<file path="config.mk">
export PLATFORM = sky130hd
export DESIGN_NAME = gf2_xor_basis_engine
export DESIGN_NICKNAME = d
export VERILOG_FILES = /design/src/gxb_pkg.sv /design/src/gxb_cell.sv /design/src/gxb_out.sv /design/src/gf2_xor_basis_engine.sv
export VERILOG_INCLUDE_DIRS = /design/src /design/src/src
export SDC_FILE = /design/constraint.sdc
export NUM_CORES = 2
export LEC_CHECK = 0
export ABC_AREA = 1
export BUFFER_PORTS_ARGS = -buffer_cell sky130_fd_sc_hd__buf_2
export CORE_AREA = 3 3 610 612
export CTS_CLUSTER_SIZE = 40
export DETAILED_ROUTE_END_ITERATION = 12
export DIE_AREA = 0 0 613 615
export GPL_TIMING_DRIVEN = 0
export PLACE_DENSITY = 0.65
export SYNTH_ARGS = -nofsm -noshare
export SYNTH_HDL_FRONTEND = slang
export SYNTH_SLANG_ARGS = --single-unit
</file>
<file path="constraint.sdc">
create_clock -name i_clk -period 141.7 [get_ports i_clk]
set_input_delay 14.17 -clock i_clk [delete_from_list [all_inputs] [get_ports i_clk]]
set_output_delay 14.17 -clock i_clk [all_outputs]
set_load 0.05 [all_outputs]
</file>
<file path="src/gf2_xor_basis_engine_assert.svh">
// ----------------------------------------------------------------------------
// gf2_xor_basis_engine assertion macros
// Concurrent assertion shorthands, clocked on i_clk and held off in reset.
// ----------------------------------------------------------------------------
`ifndef GF2_XOR_BASIS_ENGINE_ASSERT_SVH
`define GF2_XOR_BASIS_ENGINE_ASSERT_SVH

`ifndef NO_ASSERTIONS

// Consequent must hold in the same cycle as the antecedent.
`define GXB_ASSERT_SAME(label, ante, cons) \
    label: assert property (@(posedge i_clk) disable iff (!i_rst_n) (ante) |-> (cons)) \
        else $error("gf2_xor_basis_engine assertion failed");

// Consequent must hold in the cycle after the antecedent.
`define GXB_ASSERT_NEXT(label, ante, cons) \
    label: assert property (@(posedge i_clk) disable iff (!i_rst_n) (ante) |=> (cons)) \
        else $error("gf2_xor_basis_engine assertion failed");

`else

`define GXB_ASSERT_SAME(label, ante, cons)
`define GXB_ASSERT_NEXT(label, ante, cons)

`endif

`endif

</file>
<file path="src/gxb_pkg.sv">
// ----------------------------------------------------------------------------
// gxb_pkg
// Shared types and opcodes of the GF(2) XOR basis engine.
// ----------------------------------------------------------------------------
package gxb_pkg;

    // Fixed port widths.
    localparam int VecW  = 64;
    localparam int RankW = 7;

    // Opcodes.
    localparam logic [1:0] OP_INSERT = 2'd0;
    localparam logic [1:0] OP_TEST   = 2'd1;
    localparam logic [1:0] OP_CLEAR  = 2'd2;

    // Input beat.
    typedef struct packed {
        logic [1:0]      opcode;
        logic [VecW-1:0] vector_bits;
    } t_gxb_in;

    // Result beat.
    typedef struct packed {
        logic             independent;
        logic [RankW-1:0] rank;
    } t_gxb_out;

    // Beat moving along the cell chain.
    typedef struct packed {
        logic            valid;
        logic [1:0]      op;
        logic [VecW-1:0] vec;
        logic            found;
    } t_gxb_stage;

endpackage

</file>
<file path="src/gxb_cell.sv">
// ----------------------------------------------------------------------------
// gxb_cell
// One basis slot: holds the row whose lowest set bit is POS and reduces the
// passing vector against it, storing the vector on an insert into an empty slot.
// ----------------------------------------------------------------------------
module gxb_cell #(
    parameter int POS = 0
) (
    input  logic               i_clk,
    input  logic               i_rst_n,
    input  logic               i_adv,
    input  gxb_pkg::t_gxb_stage i_beat,
    output gxb_pkg::t_gxb_stage o_beat
);
    import gxb_pkg::*;

    t_gxb_stage      r_beat, n_beat;
    logic [VecW-1:0] r_row, n_row;
    logic            r_filled, n_filled;

    // Reduce the incoming beat against this slot.
    always_comb begin
        n_beat   = i_beat;
        n_row    = r_row;
        n_filled = r_filled;
        if (i_beat.valid) begin
            case (i_beat.op)
                OP_INSERT, OP_TEST: begin
                    if (!i_beat.found && i_beat.vec[POS]) begin
                        if (r_filled) begin
                            n_beat.vec = i_beat.vec ^ r_row;
                        end else begin
                            // First empty slot met: the vector is independent.
                            n_beat.found = 1'b1;
                            if (i_beat.op == OP_INSERT) begin
                                n_row    = i_beat.vec;
                                n_filled = 1'b1;
                            end
                        end
                    end
                end
                OP_CLEAR: begin
                    n_filled = 1'b0;
                end
                default: begin
                end
            endcase
        end
    end

    // Slot state and the beat handed to the next cell.
    always_ff @(posedge i_clk) begin
        if (!i_rst_n) begin
            r_beat.valid <= 1'b0;
            r_filled     <= 1'b0;
        end else if (i_adv) begin
            r_beat   <= n_beat;
            r_filled <= n_filled;
        end
    end

    // Row payload needs no reset; the filled bit qualifies it.
    always_ff @(posedge i_clk) begin
        if (i_adv) begin
            r_row <= n_row;
        end
    end

    assign o_beat = r_beat;

endmodule

</file>
<file path="src/gxb_out.sv">
// ----------------------------------------------------------------------------
// gxb_out
// Output register and rank counter at the end of the cell chain; also makes
// the chain advance signal from the output handshake.
// ----------------------------------------------------------------------------
module gxb_out (
    input  logic                i_clk,
    input  logic                i_rst_n,
    input  gxb_pkg::t_gxb_stage i_beat,
    input  logic                i_ready,
    output logic                o_adv,
    output logic                o_valid,
    output gxb_pkg::t_gxb_out   o_result
);
    import gxb_pkg::*;

    logic             r_valid, n_valid;
    logic [RankW-1:0] r_rank, n_rank;
    t_gxb_out         r_result, n_result;

    // The chain moves whenever the output register is free or being drained.
    assign o_adv = !r_valid || i_ready;

    // Rank update in item order as beats leave the chain.
    always_comb begin
        n_rank = r_rank;
        if (o_adv && i_beat.valid) begin
            case (i_beat.op)
                OP_INSERT: begin
                    if (i_beat.found) begin
                        n_rank = r_rank + RankW'(1);
                    end
                end
                OP_CLEAR: begin
                    n_rank = '0;
                end
                default: begin
                end
            endcase
        end
    end

    // Next result beat.
    always_comb begin
        n_result.independent = i_beat.found;
        n_result.rank        = n_rank;
        n_valid              = o_adv ? i_beat.valid : r_valid;
    end

    always_ff @(posedge i_clk) begin
        if (!i_rst_n) begin
            r_valid <= 1'b0;
            r_rank  <= '0;
        end else begin
            r_valid <= n_valid;
            r_rank  <= n_rank;
        end
    end

    always_ff @(posedge i_clk) begin
        if (o_adv) begin
            r_result <= n_result;
        end
    end

    assign o_valid  = r_valid;
    assign o_result = r_result;

endmodule

</file>
<file path="src/gf2_xor_basis_engine.sv">
// Path: an accepted beat passes the register of each basis cell, then the
// output register. Throughput: one beat per cycle unless the output stalls;
// each cell updates its slot as a beat passes, so later beats always see the
// basis left by earlier ones.
// Reset (i_rst_n low, synchronous): all slots empty, rank zero, chain empty.
// ----------------------------------------------------------------------------
// gf2_xor_basis_engine
// Incremental GF(2) linear basis built as a chain of slot cells, one per bit.
// ----------------------------------------------------------------------------
`include "gf2_xor_basis_engine_assert.svh"

module gf2_xor_basis_engine #(
    parameter int VECTOR_BITS = 64
) (
    input  logic              i_clk,
    input  logic              i_rst_n,
    input  logic              i_in_valid,
    output logic              o_in_ready,
    input  gxb_pkg::t_gxb_in  i_in_beat,
    output logic              o_out_valid,
    input  logic              i_out_ready,
    output gxb_pkg::t_gxb_out o_out_beat
);
    import gxb_pkg::*;

    // Coordinates at and above VECTOR_BITS are ignored.
    localparam logic [VecW-1:0] VecMask =
        (VECTOR_BITS >= VecW) ? {VecW{1'b1}} : ((VecW'(1) << VECTOR_BITS) - VecW'(1));

    t_gxb_stage w_stage [0:VECTOR_BITS];
    logic       w_adv;
    logic       w_clear_out;

    // Entry beat.
    always_comb begin
        w_stage[0].valid = i_in_valid;
        w_stage[0].op    = i_in_beat.opcode;
        w_stage[0].vec   = i_in_beat.vector_bits & VecMask;
        w_stage[0].found = 1'b0;
    end

    // One cell per basis slot.
    for (genvar g = 0; g < VECTOR_BITS; g++) begin : g_cell
        gxb_cell #(
            .POS (g)
        ) u_cell (
            .i_clk   (i_clk),
            .i_rst_n (i_rst_n),
            .i_adv   (w_adv),
            .i_beat  (w_stage[g]),
            .o_beat  (w_stage[g+1])
        );
    end

    // Result register and rank counter.
    gxb_out u_out (
        .i_clk    (i_clk),
        .i_rst_n  (i_rst_n),
        .i_beat   (w_stage[VECTOR_BITS]),
        .i_ready  (i_out_ready),
        .o_adv    (w_adv),
        .o_valid  (o_out_valid),
        .o_result (o_out_beat)
    );

    assign o_in_ready = w_adv;

    // A clear beat moving into the output register.
    assign w_clear_out = w_adv && w_stage[VECTOR_BITS].valid &&
                         (w_stage[VECTOR_BITS].op == OP_CLEAR);

    // A clear leaving the chain yields a dependent result of rank zero.
    `GXB_ASSERT_NEXT(a_clear_result, w_clear_out, !o_out_beat.independent && (o_out_beat.rank == '0))
    // The rank never exceeds the number of slots.
    `GXB_ASSERT_SAME(a_rank_bound, o_out_valid, o_out_beat.rank <= RankW'(VECTOR_BITS))
    // A stalled output register holds back the input side.
    `GXB_ASSERT_SAME(a_stall_input, o_out_valid && !i_out_ready, !o_in_ready)

endmodule

</file>
## Word level (Yosys, flattened, before mapping)

Cells that the tools add are included.

- Output and inout bits: 10
- Word-level logic and storage cells: 1,735
- Flip-flop bits (word level): 8,399
- Input port bits: 70

- Bitwise gates (word level): 126
- Muxes and demuxes: 578
- Reduce and logical (&&, ||, !) cells: 451
- $add $sub $neg: 1
- Equality and inequality tests: 193

Operators by type and width:

| kind | count |
|---|---|
| $mux 65 | 189 |
| $mux 64 | 63 |
| $xor 64x64->64 | 63 |
| $reduce_and 6->1 | 63 |
| $mux 1 | 259 |
| $reduce_and 4->1 | 64 |
| $eq 2x2->1 const B | 65 |
| $logic_not 2->1 | 65 |
| $eq 2x1->1 const B | 64 |
| $pmux 1 s2 | 64 |
| $reduce_bool 2->1 | 64 |
| $reduce_or 2->1 | 64 |
| $ne 2x1->1 const B | 63 |
| $logic_and 1x1->1 | 64 |
| $logic_not 1->1 | 64 |
| $not 1->1 | 63 |
| $mux 7 | 2 |
| $pmux 7 s2 | 1 |
| $add 7x1->7 const B | 1 |
| $reduce_and 3->1 | 1 |
| $ne 2x2->1 const B | 1 |
| $reduce_and 2->1 | 1 |
| $logic_or 1x1->1 | 1 |

## Longest topological paths before layout

- Word-level depth: 5
- Mapped depth: 8
- Mapped depth without buffers: 8

## Modules after synthesis

Synthesis repeated with hierarchy kept, for this count alone.

- Cell total of the unflattened synthesis: 35,733
- Area, all modules: 376,288.4 um^2

Modules (own cells, without submodules):

| module | sequential area each (um^2) | instances | area each (um^2) | cells an instance |
|---|---|---|---|---|
| gxb_cell at g_cell[0].u_cell ... | 3,973.8 | 62 | 5,866.9 | 556 |
| gxb_cell at g_cell[63].u_cell | 3,973.8 | 1 | 5,944.5 | 618 |
| gxb_cell at g_cell[62].u_cell | 3,973.8 | 1 | 5,846.9 | 554 |
| gxb_out | 400.4 | 1 | 747.0 | 88 |
| gf2_xor_basis_engine | 0.0 | 1 | 3.8 | 1 |

## Least setup slack after synthesis

Ideal clock, no wire load.

- Kind: input -> register
- Start: input i_out_ready
- End: register g_cell[0].u_cell.r_beat (netlist bit g_cell[0].u_cell.o_beat[0]), enable pin
- Path slack: 31,084 ps
- Required time: 136,850 ps
- Data arrival time: 105,766 ps
- Stages: 4
- Path buffers: 2
- Library setup time: 4,850 ps
- Cell sequence: nor2_1 -> buf_2 -> buf_2 -> nor2_1

- Longest elaborated chain between the ends: 2

RTL lines:

| element | line | RTL |
|---|---|---|
| start: declaration | gf2_xor_basis_engine.sv:21 | `input logic i_out_ready,` |
| $logic_or 1x1->1 | gxb_out.sv:22 | `assign o_adv = !r_valid \|\| i_ready;` |
| $reduce_and 2->1 (no source line) | -- |  |
| end signal: assignment | gxb_cell.sv:57 | `r_beat <= n_beat;` |
| end: declaration | gxb_cell.sv:17 | `t_gxb_stage r_beat, n_beat;` |

No other way between the ends.
A chain may end at the register's enable or synchronous reset.

## Worst setup path in the final report

- Start: input i_out_ready
- End: output o_in_ready

- Longest elaborated chain between the ends: 1

RTL lines:

| element | line | RTL |
|---|---|---|
| $logic_or 1x1->1 | gxb_out.sv:22 |  |
| end: declaration | gf2_xor_basis_engine.sv:18 | `output logic o_in_ready,` |

No other way between the ends.

==> summary.md <==
| Metric | Value |
|---|---|
| Post-synthesis sequential area ratio | 78.6% |
| Layout Nets | 10800 |
| Max Clock Skew | 0.0887 ns |
| Hold Vio Cnt, Final | 0 |
| Crit path cell chain | buf_2 -> inv_1 -> nand2_1 -> buf_2 -> buf_2 -> buf_2 |
| Gr ovfl total | 0 |
| IR drop worst, VDD | 0.0111 mV |
| DIE HEIGHT | 615 um |
| CP Launch Type | input pin |
| Global-route wire length before repair | 472 mm |
| RSZ-0062 raised after global routing | no |
| Ranking of synthesized cells by area | edfxtp_1 77%, xnor2_1 10%, nand3_1 6.1% |
| Fmax achieved | 33.0 MHz |
| DRT iter0 DRCs | 6526 |
| Synth cell count leaders | 4232 x edfxtp_1, 2009 x nand3_1, 1942 x xnor2_1 |
| Starting Density | 44.9% |
| # IOs | 80 |
| # H-tree levels | 5 |
| Mux share of post-synthesis cell area | 0% |
| Least-Margin Pin Slew | 1.35 ns |
| MaxCap Viol Count | 0 |
| Yosys top cell area share | 77.0% |
| Synth Area in Simple Gates | 8.02% |
| Largest family of logic cells by synthesized area | XOR/XNOR gates |
| Clock Pin Slew Worst Setup and Hold Paths | 0.06 ns |
| CTS Buffer Depth | 4 |
| Syn_nets | 10100 |
| Post-route cell area | 0.188 mm^2 |
| Post-Syn Area | 0.165 mm^2 |
| DR vias/cell | 5.05 |
| Tightest Hold Check Type | flip-flop to flip-flop |
| Die area | 0.377 mm^2 |
| CP arrival | 16.15 ns |
| Library cells used by synthesis | 30 |
| Main synth FF type | edfxtp_1 |
| Number of synthesized flops with an enable pin | 4232 |
| CP Capture Type | output port |
| Total core area | 0.368 mm^2 |
| Clock root buffer | clkbuf_16 |
| Placed Instances | 15100 |
| Routed WL | 299 mm |
| Worst EP required | 127.53 ns |
| Async SR Flop Fraction | 0% |
| WP buf/inv | 5 |
| Fin cells | 15900 |
| Final Worst Setup Slack | 111.38 ns |
| Filler Cells Inserted | 29200 |
| Die width | 613 um |
| Post-CTS sizing | 0 |
| Pin count of the biggest net entering global routing | 38 |
| CTS Buf Count | 424 |
| Tmin final | 30.32 ns |
| Clock Latency Late Sink | 0.96 ns |
| Synthesized-area fraction occupied by adder cells | 0.00758% |
| Fraction of layout cells with a size suffix above 1 | 11.6% |
| Initial antenna violation count | 7 |
| Status | completed |
| Critical path's top delay family | buffers and inverters |
| CTS Sinks | 4368 |
| Slew Viols, Final | 0 |
| Synth Instances | 9985 |
| Syn avg cell area | 16.5 um^2 |
| Lkg Pwr | 59.5 nW |
| GRT Total Usage | 15.7% |
| Count leader, synth | edfxtp_1 |
| Most used cell, CP | buf_2 |
| Post-Synth XOR/XNOR Area | 10.7% |
| Cell Pwr Density | 14.0 mW/mm^2 |
| # Post-CTS Setup Buffers | 0 |
| Final core occ | 51.2% |
| Gpl congestion | 0.789 |
| FP Rows | 223 |
| Kind of critical path | input pin to output port |
| Warnings, synthesis | 0 |
| Synth-to-Final Area Change | 14.2% |
| Final ANT Viol Nets | 0 |
| Worst path max stage delay | 0.82 ns |
| Routed length per instance | 18.8 um |
| Relative slew margins | 9.20% |
| Leading area contributor after synthesis | edfxtp_1 |
| # DRC | 0 |
| Max FO, Critical Path | 18 |
| Routed vias | 80400 |
| Seq cells post-synth | 4368 |
| Drt first pass iters | 6 |
| CP max-delay cell | buf_2 |
| CTS tree | yes |
| IO buf count | 79 |
| # hold bufs at CTS | 0 |
| Synth Area in Compound Gates | 0.778% |
| Final setup vio count | 0 |
| Tcrit/Tclk final | 21.4% |
| Total negative setup slack | 0 ns |
| Vias in the first global route | 83600 |
| DP Area | 0.175 mm^2 |
| Final HPWL DP | 204 mm |
| Pre-CTS setup slack | 111.33 ns |
[cells in the final DEF, fill, tap and decap left out, types with 6 or more instances in the layout]
cell type and count:
a21oi_1 129, a41o_1 50, buf_1 15, buf_12 69, buf_16 7, buf_2 310, buf_4 45, buf_6 127
buf_8 8, bufinv_16 33, clkbuf_1 203, clkbuf_16 432, clkbuf_2 10, clkbuf_8 13, clkinv_1 104, clkinv_2 78
clkinvlp_4 9, dfxtp_1 136, diode_2 6, edfxtp_1 4232, inv_1 271, inv_2 7, inv_6 8, nand2_1 340
nand3_1 2009, nand3_2 10, nand4_1 14, nor2_1 208, nor2_2 7, nor3_1 25, nor3_2 79, nor3_4 11
o21ai_0 10, o31ai_1 6, xnor2_1 1942, xor2_1 74
[power by group]
group	internal [mW]	switching [mW]	leakage (nW)
sequential	1.46	0.0268	40.9
combinational	0.0262	0.0402	12.0
clock	0.626	0.467	6.63
[final timing paths]
check,startpoint,end,slack (ns),cells after the start
max,i_out_ready,o_in_ready,111.38,6
min,g_cell[14].u_cell.o_beat[65]$_DFFE_PP_,g_cell[15].u_cell.o_beat[65]$_DFFE_PP_,0.41,0
max reg2reg,u_out.o_valid$_SDFFE_PN0N_,g_cell[24].u_cell.o_beat[47]$_DFFE_PP_,136.68,17
min reg2reg,g_cell[14].u_cell.o_beat[65]$_DFFE_PP_,g_cell[15].u_cell.o_beat[65]$_DFFE_PP_,0.41,0
[cells by family (layout without fill, tap and decap cells)]
family,after synthesis,after routing
flip-flops,4368,4368
adder cells (fa/ha/maj),1,1
XOR/XNOR,2016,2016
AND/OR/NAND/NOR,2712,2712
other,0,6
buffers and inverters,688,1766
AO/OA/AOI/OAI,200,200
[through the flow]
stage | hold WS [ns] | power [mW]
floorplan | 0.417 | 1.64
global placement | 0.431 | 1.72
detailed placement | 0.429 | 1.58
CTS | 0.396 | 2.68
global route | 0.415 | 2.73
finish | 0.411 | 2.65
[routing by layer]
metal / vias to the layer above / GRT usage, % / wire [um]
met4: 0 / 5.43 / 9770
met2: 1471 / 27.4 / 152000
li1: 38100 / - / -
met3: 540 / 1.95 / 11300
met5: - / 0 / 0
met1: 40200 / 20.2 / 126000
[worst register-to-register path, cell delays in order, from the launching register on]
cell and delay (ns):
dfxtp_1 0.32, inv_1 0.05, nor2_1 0.07, buf_2 0.36, buf_2 0.51, nor2_4 0.47, buf_12 0.25, buf_12 0.22
buf_12 0.23, buf_12 0.26, buf_12 0.24, buf_12 0.22, buf_12 0.24, buf_12 0.26, buf_12 0.23, buf_12 0.24
buf_12 0.24, buf_12 0.25
[layout make-up]
| cell class | instances | area [um^2] | share of cell area, % |
|---|---|---|---|
| antenna | 6 | 15.0 | 0.00797 |
| multi-input combinational | 4929 | 32500 | 17.2 |
| clock inverter | 249 | 2210 | 1.17 |
| timing repair buffer | 289 | 3460 | 1.84 |
| sequential | 4368 | 130000 | 68.9 |
| clock buffer | 540 | 11300 | 6.02 |
| buffer | 410 | 2070 | 1.10 |
| inverter | 278 | 1040 | 0.554 |
| tap | 4837 | 6050 | 3.21 |
[sequential cells by signal, indices dropped and copies added, names as in the netlist, named ones only]
| register | cells |
|---|---|
| u_out.r_rank | 7 |
| u_out.o_valid | 1 |
| g_cell.u_cell.o_beat | 2272 |
| g_cell.u_cell.r_row | 2016 |
| u_out.o_result | 8 |
Power figures use the tool's default switching activity.
